[config.mk]
export PLATFORM = sky130hd
export DESIGN_NAME = tmcw_ctrl
export DESIGN_NICKNAME = d
export VERILOG_FILES = /design/src/sv/tmcw_pkg.sv /design/src/sv/tmcw_ctrl.sv
export SDC_FILE = /design/constraint.sdc
export NUM_CORES = 1
export LEC_CHECK = 0
export BUFFER_PORTS_ARGS = -buffer_cell sky130_fd_sc_hd__buf_2
export CORE_AREA = 5 5 42 44
export CTS_BUF_LIST = sky130_fd_sc_hd__clkbuf_8
export DETAILED_ROUTE_END_ITERATION = 8
export DIE_AREA = 0 0 47 49
export PLACE_DENSITY = 0.63
export SETUP_SLACK_MARGIN = 0.5
export SLEW_MARGIN = 5
export SYNTH_ARGS = -nofsm -noshare
export SYNTH_HDL_FRONTEND = slang
export SYNTH_SLANG_ARGS = --single-unit
export TNS_END_PERCENT = 30
[constraint.sdc]
create_clock -name aclk -period 1.25 [get_ports aclk]
set_input_delay 0.0625 -clock aclk [delete_from_list [all_inputs] [get_ports aclk]]
set_output_delay 0.0625 -clock aclk [all_outputs]
set_load 0.005 [all_outputs]
[src/sv/tmcw_pkg.sv]
`timescale 1ns / 1ps
// ----------------------------------------------------------------------------
// Text console writer package
// Operation codes, character codes and the command and status groups that
// pass between the controller and the datapath.
// ----------------------------------------------------------------------------
package tmcw_pkg;

    localparam logic [1:0] MODE_PUT  = 2'd0;
    localparam logic [1:0] MODE_READ = 2'd1;
    localparam logic [1:0] MODE_SET  = 2'd2;

    localparam logic [7:0] CH_TAB = 8'd9;
    localparam logic [7:0] CH_LF  = 8'd10;
    localparam logic [7:0] CH_CR  = 8'd13;

    typedef struct packed {
        logic load_in;
        logic exec;
        logic ptr_clr;
        logic copy_rd;
        logic copy_wr;
        logic blank_wr;
        logic out_load;
    } tmcw_cmd_t;

    typedef struct packed {
        logic scroll_req;
        logic copy_last;
        logic blank_last;
    } tmcw_sts_t;

endpackage

[src/sv/tmcw_ctrl.sv]
`timescale 1ns / 1ps
// ----------------------------------------------------------------------------
// Text console writer controller
// Sequences the clearing pass, command execution, the scroll copy and the
// loading of the result register.
// ----------------------------------------------------------------------------
module tmcw_ctrl
    import tmcw_pkg::*;
(
    input  logic      aclk,
    input  logic      aresetn,
    input  logic      s_valid,
    output logic      s_ready,
    output logic      m_valid,
    input  logic      m_ready,
    input  tmcw_sts_t sts,
    output tmcw_cmd_t cmd
);

    localparam logic [2:0] ST_CLEAR   = 3'd0;
    localparam logic [2:0] ST_IDLE    = 3'd1;
    localparam logic [2:0] ST_EXEC    = 3'd2;
    localparam logic [2:0] ST_COPY_RD = 3'd3;
    localparam logic [2:0] ST_COPY_WR = 3'd4;
    localparam logic [2:0] ST_BLANK   = 3'd5;
    localparam logic [2:0] ST_RESP    = 3'd6;

    logic [2:0] state_reg;
    logic [2:0] state_next;
    logic       m_valid_reg;
    logic       m_valid_next;
    logic       out_free;

    assign out_free = !m_valid_reg || m_ready;

    always_comb begin
        state_next = state_reg;
        cmd        = '0;
        s_ready    = 1'b0;
        unique case (state_reg)
            ST_CLEAR: begin
                cmd.blank_wr = 1'b1;
                if (sts.blank_last) begin
                    state_next = ST_IDLE;
                end
            end
            ST_IDLE: begin
                s_ready = 1'b1;
                if (s_valid) begin
                    cmd.load_in = 1'b1;
                    state_next  = ST_EXEC;
                end
            end
            ST_EXEC: begin
                cmd.exec = 1'b1;
                if (sts.scroll_req) begin
                    cmd.ptr_clr = 1'b1;
                    state_next  = ST_COPY_RD;
                end else begin
                    state_next = ST_RESP;
                end
            end
            ST_COPY_RD: begin
                cmd.copy_rd = 1'b1;
                state_next  = ST_COPY_WR;
            end
            ST_COPY_WR: begin
                cmd.copy_wr = 1'b1;
                state_next  = sts.copy_last ? ST_BLANK : ST_COPY_RD;
            end
            ST_BLANK: begin
                cmd.blank_wr = 1'b1;
                if (sts.blank_last) begin
                    state_next = ST_RESP;
                end
            end
            ST_RESP: begin
                if (out_free) begin
                    cmd.out_load = 1'b1;
                    s_ready      = 1'b1;
                    if (s_valid) begin
                        cmd.load_in = 1'b1;
                        state_next  = ST_EXEC;
                    end else begin
                        state_next = ST_IDLE;
                    end
                end
            end
            default: begin
                state_next = ST_IDLE;
            end
        endcase
    end

    always_comb begin
        if (cmd.out_load) begin
            m_valid_next = 1'b1;
        end else if (m_ready) begin
            m_valid_next = 1'b0;
        end else begin
            m_valid_next = m_valid_reg;
        end
    end

    always_ff @(posedge aclk) begin
        if (!aresetn) begin
            state_reg   <= ST_CLEAR;
            m_valid_reg <= 1'b0;
        end else begin
            state_reg   <= state_next;
            m_valid_reg <= m_valid_next;
        end
    end

    assign m_valid = m_valid_reg;

endmodule

==> results of run 1 <==
==> where the power goes <==
group	total, mW	leakage (nW)	internal, mW	switching (mW)
clock	0.278	0.0216	0.206	0.0722
combinational	0.647	0.199	0.344	0.302
sequential	0.212	0.0346	0.175	0.0369
==> routing by layer <==
| layer | share of wire | wire length (µm) | GRT usage | up-vias |
|---|---|---|---|---|
| li1 | - | - | - | 197 |
| met1 | 0.40 | 383 | 0.112 | 172 |
| met2 | 0.49 | 473 | 0.147 | 16 |
| met3 | 0.072 | 70 | 0.0443 | 4 |
| met4 | 0.039 | 38 | 0.0968 | 0 |
| met5 | 0 | 0 | 0 | - |
==> through the flow <==
step / util / hold slack [ns] / worst slack [ns] / instance area [µm²] / cells
4_1_cts: 0.392 / 0.136 / -0.0366 / 549 / 82
5_1_grt: 0.396 / 0.143 / -0.0892 / 556 / 82
6_report: 0.396 / 0.131 / -0.0285 / 556 / 82
3_5_place_dp: 0.322 / 0.359 / -0.00841 / 452 / 77
3_3_place_gp: 0.322 / 0.353 / 0.0335 / 452 / 77
2_1_floorplan: - / 0.194 / 0.00656 / 355 / 46
==> cells in the final DEF, fill, tap and decap left out, types with 3 or more instances in the layout <==
cell and n:
a21oi_1 3, clkbuf_8 3, buf_2 14, buf_4 5, nand2_1 3, nor2_1 4, dfxtp_2 3, nor2b_1 3
o21ai_0 4
==> area by class of cell <==
cell class / count / share of cell area
clock buffers: 3 / 0.0743
well taps: 16 / 0.0360
flip-flops and latches: 4 / 0.158
inverters: 2 / 0.0135
multi-input cells: 36 / 0.484
repair buffers: 21 / 0.234
==> kinds of logic (layout without fill, tap and decap cells) <==
group,after synthesis,after routing
xor+xnor,1,1
simple gates,21,21
mux,2,2
buf+inv,6,26
compound gates,12,12
flops,4,4
==> how the worst max path moves through the flow <==
stage	slack [ns]	start	depth (start not counted)	end
final	-0.03	state_reg[0]	4	cmd[6]
after global routing	-0.09	state_reg[0]	4	cmd[6]
after CTS	-0.04	state_reg[0]	4	cmd[6]
after floorplan	0.007	state_reg[0]	5	state_reg[0]
after detailed placement	-0.008	state_reg[1]	4	state_reg[0]
after global placement	0.03	state_reg[2]	4	state_reg[0]
==> timing repair <==
action / in CTS / in global routing
resized for setup: 11 / 2
setup buffers: 2 / 0
hold buffers: 0 / 0
pin swaps: 7 / 3
cloned: 0 / 0
endpoints found under the setup margin: 12 / 13
==> worst max-delay path, cell delays in order (launching register included) <==
cell and delay [ns]:
dfxtp_2 0.33, or2b_1 0.28, o22ai_2 0.12, and2_1 0.15, buf_2 0.11
==> out/metrics.cfg, run 1 <==
[worst_setup_path]
critPathKind=flop to output pin
path_max_fanout=4
required_ns=1.19
crit_path_start_kind=flop
arrival_ns=1.22
reg2reg_slack_ns=-0.02
r2r-end=state_reg[0]
cp-end-kind=output pin
r2r_start=state_reg[2]
rr_worst_depth=4

[status]
status=finished, violations left
violations=setup timing

[sta]
fmax_ghz=0.782
finalClockSkew_ns=0.00131
period_needed_ns=1.28
setup-violations-final=3
rsz0062_at_grt=yes
tns_ns=-0.0573
worstMarginPinSlew_ns=0.302
worst_slack_ns=-0.0285
period_share=1.02
maxSlewViolCount=0
finalHoldViolCount=0
slew_headroom=0.796

[yosys]
synthMuxAreaShare=0.0563
synth_nets=53
synth_warnings=0
synth_simple_gate_area_frac=0.345
syn_area_um2=355
synthTopCellsByArea=dfxtp_1, o311ai_4, a21oi_1
synth_top_family_by_area=simple AND/OR/NAND/NOR gates
synth_compound_area_frac=0.246
yosysMostFrequentCell=nor2_1
synthAdderAreaFrac=0
avgSynthCellArea_um2=7.72
syn_inst=46
synth_edf_count=0
ys_seq_area_frac=0.225
synth_common_cells=nor2_1, a21oi_1, dfxtp_1, o21ai_0
synth_seq_cells=4
synth_async_sr_flop_share=0
yosys.area.top_type=dfxtp_1
yosysTopAreaCellShare=0.225
synth_xor_xnor_area_share=0.0246
synthDistinctLibCells=22
ys.flop_type=dfxtp_1

[pwr]
power_density_nw_per_um2=2050
p_leak_nw=0.255
finalPower_mw=1.14
peakVddDrop_mv=0.755

[global_routing]
antenna_found_initial=0
grt_usage=0.105
grt_max_degree=9
grt_overflow_total=0
grt_pass1_vias=402
grt_pass1_wl_um=1610

[die]
start_util=0.254
rows=14
die_area_um2=2300
ioPinCount=16
die_w_um=47
die_h_um=49
core_um2=1400

[clocking]
h-tree-depth=1
cts.clk_slew.worst_paths_ns=0.03
root_buffer=clkbuf_8
insertion_delay_ns=0.22
cts_sinks=4
clockBufferDepth=2
tritoncts=built
cts_buffers=3

[placement]
gp_congestion=0.723
hpwl_um=747
port-buffer-count=15

[layout]
fill_cells=164
syn2layout_area_growth_pct=56.3
drive_above_1_share=0.545
nNetsFinal=75
ff_latch_area_um2=87.6
antenna_cells=0
largest_register_ffs=3
multi_input_area_um2=269

[job]
drv_cap=0

[hold_path]
min_path_type=input port to flop
holdPathStages=3
hold_path_end=m_valid
min-delay-start=aresetn

[route]
vias=389
routedWlPerCell_um=11.8
vias_per_cell=4.74
ant_nets=0
drtIter0Drc=3
first_pass_iters=2
drc=0
routed_wl_um=966

Note: power is estimated with default switching activity, not from simulation.
==> run 2, diff against run 1 <==
--- a/config.mk
+++ b/config.mk
@@ -5,12 +5,15 @@
 export SDC_FILE = /design/constraint.sdc
 export NUM_CORES = 1
 export LEC_CHECK = 0
+export ABC_AREA = 1
 export BUFFER_PORTS_ARGS = -buffer_cell sky130_fd_sc_hd__buf_2
-export CORE_AREA = 5 5 42 44
+export CELL_PAD_IN_SITES_DETAIL_PLACEMENT = 0
+export CELL_PAD_IN_SITES_GLOBAL_PLACEMENT = 1
+export CORE_MARGIN = 5
+export CORE_UTILIZATION = 29
 export CTS_BUF_LIST = sky130_fd_sc_hd__clkbuf_8
 export DETAILED_ROUTE_END_ITERATION = 8
-export DIE_AREA = 0 0 47 49
-export PLACE_DENSITY = 0.63
+export PLACE_DENSITY = 0.86
 export SETUP_SLACK_MARGIN = 0.5
 export SLEW_MARGIN = 5
 export SYNTH_ARGS = -nofsm -noshare
==> run 2 against run 1 <==
The flow now finishes without violations. Sequential power rose by 9.4%. Global-route usage fell by 0.62 points. Highest routed layer unchanged. Fmax rose by 7.6%. Final area rose by 24%. Register-to-register slack improved by 0.08 ns. Synthesized area rose by 21%. Synthesized cell count rose by 52%. Clock power rose by 2%. Critical endpoint unchanged. Final cell count rose by 30%. Core utilization rose by 7.8 points. First-iteration DRC count rose to 3.0 times the previous value. Clock-buffer cell count did not move.
==> out/metrics.cfg, run 2 <==
[global_routing]
grt_max_degree=11
grt_pass1_vias=462
antenna_found_initial=0
grt_overflow_total=0
grt_usage=0.0987
grt_pass1_wl_um=1860

[yosys]
synth_seq_cells=4
synth_warnings=0
synth_common_cells=nand2_1, inv_1, nor2_1, nand3_1
synth_compound_area_frac=0.0843
synthMuxAreaShare=0
synth_simple_gate_area_frac=0.532
synthTopCellsByArea=dfxtp_1, nand2_1, inv_1
syn_area_um2=430
synth_xor_xnor_area_share=0
yosysMostFrequentCell=nand2_1
ys_seq_area_frac=0.186
synth_async_sr_flop_share=0
yosys.area.top_type=dfxtp_1
synth_nets=77
ys.flop_type=dfxtp_1
syn_inst=70
avgSynthCellArea_um2=6.15
yosysTopAreaCellShare=0.186
synthAdderAreaFrac=0
synthDistinctLibCells=20
synth_edf_count=0
synth_top_family_by_area=simple AND/OR/NAND/NOR gates

[hold_path]
min_path_type=input port to flop
holdPathStages=3
hold_path_end=state_reg[0]
min-delay-start=aresetn

[route]
drtIter0Drc=9
drc=0
vias=492
first_pass_iters=4
ant_nets=0
routed_wl_um=1160
vias_per_cell=4.60
routedWlPerCell_um=10.8

[die]
start_util=0.296
rows=14
die_w_um=48.5
die_area_um2=2350
core_um2=1450
ioPinCount=16
die_h_um=48.5

[layout]
largest_register_ffs=3
fill_cells=153
nNetsFinal=99
final_common_cell=nand2_1
instances_no_fill=107
syn2layout_area_growth_pct=60.2
mostFrequentLayoutCells=nand2_1, buf_2, inv_1, nor2_2
drive_above_1_share=0.549
utilization=0.474
antenna_cells=0

[sta]
worstMarginPinSlew_ns=0.208
fmax_ghz=0.842
slew_headroom=0.861
maxSlewViolCount=0
worst_slack_ns=0.0623
period_needed_ns=1.19
finalClockSkew_ns=0.00924
finalHoldViolCount=0
setup-violations-final=0
period_share=0.950
rsz0062_at_grt=yes

[placement]
gp_congestion=0.750
dp_cells=100
post-place-ws_ns=0.111
hpwl_um=858
port-buffer-count=15

[worst_setup_path]
r2r_start=state_reg[2]
r2r-end=state_reg[2]
crit_path_start_kind=flop
arrival_ns=1.13
critPathKind=flop to output pin
rr_worst_depth=8
required_ns=1.19
path_max_fanout=8
reg2reg_slack_ns=0.06
cp-end-kind=output pin

[clocking]
holdBufCountCts=0
insertion_delay_ns=0.22
root_buffer=clkbuf_8
h-tree-depth=1
tritoncts=built
cts.clk_slew.worst_paths_ns=0.04
cts_buffers=3
clockBufferDepth=2
cts_sinks=4

[status]
status=completed

[job]
drv_cap=0

[pwr]
power_density_nw_per_um2=2010
peakVddDrop_mv=0.881
p_leak_nw=0.345
finalPower_mw=1.38

==> run 2: changes by cell type in the layout (fill, tap and decap cells not counted), moves of 4 or more <==
| cell | previous run | this run |
|---|---|---|
| inv_1 | 2 | 11 |
| nand2_1 | 3 | 16 |
| nand3_1 | 0 | 4 |
| nor2_2 | 0 | 5 |
| o21ai_0 | 4 | 0 |
==> run 2: worst max path at each step <==
stage                       from           end  slack, ns  cells after the start
floorplan           state_reg[2]  state_reg[1]       0.24                      7
global placement    state_reg[0]  state_reg[0]       0.14                      8
detailed placement  state_reg[0]        cmd[6]       0.11                      6
CTS                 state_reg[2]        cmd[6]       0.03                      6
global route        state_reg[2]        cmd[6]     -0.003                      6
finish              state_reg[2]        cmd[6]       0.06                      6
==> run 2: layer usage <==
layer / vias up / global-route usage / share of wire
li1: 262 / - / -
met1: 218 / 0.111 / 0.42
met2: 10 / 0.165 / 0.52
met3: 2 / 0.0276 / 0.043
met4: 0 / 0.0538 / 0.011
met5: - / 0 / 0
==> run 2: cells by family (layout without fill, tap and decap cells) <==
kind of cell	after synthesis	after routing
flip-flops	4	4
AND/OR/NAND/NOR	43	43
buffers and inverters	17	38
AO/OA/AOI/OAI	6	6
==> run 2: cell type report <==
cell class | instances | area, µm² | share of cell area
Timing Repair Buffer | 20 | 141 | 0.205
Tap cell | 16 | 20.0 | 0.0290
Clock buffer | 3 | 41.3 | 0.0599
Inverter | 14 | 65.1 | 0.0944
Multi-Input combinational cell | 49 | 330 | 0.479
Sequential cell | 4 | 87.6 | 0.127
Clock inverter | 1 | 3.75 | 0.00544
==> run 2: report_power, final <==
| part | switching, mW | internal [mW] | leakage [nW] |
|---|---|---|---|
| logic | 0.467 | 0.401 | 0.284 |
| clock network | 0.0732 | 0.210 | 0.0269 |
| registers | 0.0580 | 0.174 | 0.0346 |
| total | 0.598 | 0.785 | 0.345 |
==> run 2: what timing repair did <==
item | CTS | global route
buffers inserted | 3 | 0
setup endpoints to repair | 12 | 13
pin swaps | 1 | 9
resized for setup | 5 | 7
==> run 2: metrics by stage <==
step                cell area (µm²)  TNS [ns]  hold WS, ns
finish                          689         0       0.0874
global route                    689  -0.00635       0.0948
CTS                             667         0       0.0925
detailed placement              588         0        0.319
global placement                588         0        0.317
floorplan                       483         0        0.183
==> run 2: worst max-delay path, cell delays in order (launching register included) <==
cell	delay, ns
dfxtp_2	0.33
buf_12	0.13
nand3_4	0.09
nor2_4	0.10
inv_2	0.04
a21oi_2	0.10
buf_2	0.12
==> run 3, diff against run 2 <==
--- a/config.mk
+++ b/config.mk
@@ -5,15 +5,14 @@
 export SDC_FILE = /design/constraint.sdc
 export NUM_CORES = 1
 export LEC_CHECK = 0
-export ABC_AREA = 1
 export BUFFER_PORTS_ARGS = -buffer_cell sky130_fd_sc_hd__buf_2
 export CELL_PAD_IN_SITES_DETAIL_PLACEMENT = 0
 export CELL_PAD_IN_SITES_GLOBAL_PLACEMENT = 1
-export CORE_MARGIN = 5
-export CORE_UTILIZATION = 29
+export CORE_AREA = 5 5 42 44
 export CTS_BUF_LIST = sky130_fd_sc_hd__clkbuf_8
 export DETAILED_ROUTE_END_ITERATION = 8
-export PLACE_DENSITY = 0.86
+export DIE_AREA = 0 0 47 49
+export PLACE_DENSITY = 0.81
 export SETUP_SLACK_MARGIN = 0.5
 export SLEW_MARGIN = 5
 export SYNTH_ARGS = -nofsm -noshare
==> run 3 against run 2 <==
The run now ends with setup timing left. Clock skew down 0.0071 ns. First-iteration DRC count down 22%. Clock power down 4%. Final area down 15%. Sequential share of layout area up 1.7 points. Sequential cell count unchanged. Non-clock buffer count up 3. Global-route usage up 0.062 points. Via count down 21%. Power down 20%. Worst setup slack worse by 0.12 ns. Fmax down 9.4%. Critical path type unchanged.
==> out/metrics.cfg, run 3 (synthesized netlist as in run 1, its figures left out) <==
[worst_setup_path]
endpoint=cmd[6]
crit_path_start=state_reg[0]
reg2reg_slack_ns=-0.03
r2r_start=state_reg[0]
critPathKind=flop to output pin
path_max_fanout=4
arrival_ns=1.25
cp_cell_sequence=or2b_1 > o22ai_4 > and2_1 > buf_2
required_ns=1.19
rr_worst_depth=5
cp-end-kind=output pin
cpPeakStageDelay_ns=0.34
crit_path_top_delay_cell=dfxtp_2
crit_path_start_kind=flop
r2r-end=state_reg[2]

[sta]
tns_ns=-0.120
worstMarginPinSlew_ns=0.313
hold-worst-slack_ns=0.144
worst_slack_ns=-0.0616
period_share=1.05
slew_headroom=0.791
finalClockSkew_ns=0.00214
setup-violations-final=3
fmax_ghz=0.762
period_needed_ns=1.31
finalHoldViolCount=0
maxSlewViolCount=0
rsz0062_at_grt=yes

[route]
vias=390
vias_per_cell=4.64
routed_wl_um=921
routedWlPerCell_um=11.0
drtIter0Drc=7
ant_nets=0
first_pass_iters=2
drc=0

[hold_path]
min_path_type=input port to flop

[die]
ioPinCount=16
die_h_um=49
die_w_um=47
core_um2=1400
start_util=0.254
rows=14
die_area_um2=2300

[clocking]
tritoncts=built
insertion_delay_ns=0.22
h-tree-depth=1
cts_buffers=3
clockBufferDepth=2
cts.clk_slew.worst_paths_ns=0.03
cts_sinks=4
holdBufCountCts=0
root_buffer=clkbuf_8

[pwr]
peakVddDrop_mv=0.787
power_density_nw_per_um2=1900
p_leak_nw=0.266
switching_power_uw=399
p_seq_frac=0.188
combPwrFrac=0.568
swShare=0.359
p_int_uw=711
power_frac_clock=0.244

[global_routing]
grt_max_degree=9
grt_usage=0.0993
grt_overflow_total=0
grt_pass1_vias=349
antenna_found_initial=0
grt_pass1_wl_um=1450

[layout]
syn2layout_area_growth_pct=64.1
nNetsFinal=77
antenna_cells=0
drive_above_1_share=0.559
final_common_cell=buf_2
mostFrequentLayoutCells=buf_2, buf_4, a21oi_1, o21ai_0, buf_6
largest_register_ffs=3
fill_cells=152

[status]
status=finished, violations left
violations=setup timing

[placement]
port-buffer-count=15
post-place-ws_ns=-0.0179
gp_congestion=0.754
hpwl_um=672

[job]
drv_cap=0

run 3: area by class of cell:
type | instances | area, µm² | area share
multi-input combinational | 36 | 278 | 0.476
timing repair buffer | 23 | 153 | 0.262
inverter | 2 | 7.51 | 0.0129
tap | 16 | 20.0 | 0.0343
sequential | 4 | 83.8 | 0.144
clock buffer | 3 | 41.3 | 0.0708
run 3: layer usage:
layer	wire length, µm	share of wire	track usage
met4	73	0.079	0.152
met2	398	0.43	0.120
met3	71	0.077	0.0221
met5	0	0	0
met1	377	0.41	0.108
run 3: repair_timing:
| item | 4_1_cts | 5_1_grt |
|---|---|---|
| endpoints found under the setup margin | 12 | 12 |
| resized for setup | 9 | 6 |
| pin swaps | 6 | 3 |
| setup buffers | 3 | 0 |
| gates cloned | 0 | 0 |
run 3: worst min-delay path by stage:
stage / startpoint / end / cells past startpoint
6_report: aresetn / m_valid / 3
5_1_grt: aresetn / state_reg[2] / 3
4_1_cts: aresetn / m_valid / 3
3_5_place_dp: aresetn / m_valid / 3
3_3_place_gp: aresetn / m_valid / 3
2_1_floorplan: aresetn / m_valid / 2
run 3: stage by stage:
stage | area (µm²) | power (mW) | util | std cells
CTS | 556 | 1.07 | 0.396 | 84
global route | 583 | 1.20 | 0.416 | 84
finish | 583 | 1.11 | 0.416 | 84
global placement | 459 | 0.719 | 0.328 | 78
detailed placement | 459 | 0.723 | 0.328 | 78
floorplan | 355 | 0.569 | - | 46
run 3: power groups by stage:
stage | clock (mW) | combinational (mW) | sequential [mW]
after floorplan | 0 | 0.387 | 0.182
after global placement | 0 | 0.517 | 0.202
after detailed placement | 0 | 0.520 | 0.203
after CTS | 0.278 | 0.584 | 0.210
after global routing | 0.288 | 0.694 | 0.214
final | 0.271 | 0.631 | 0.209
run 3: worst max-delay path, delay by kind of cell, from the launching register on:
kind	cells	cell delay [ns]
flops	1	0.34
simple gates	2	0.45
buf+inv	1	0.10
compound gates	1	0.14
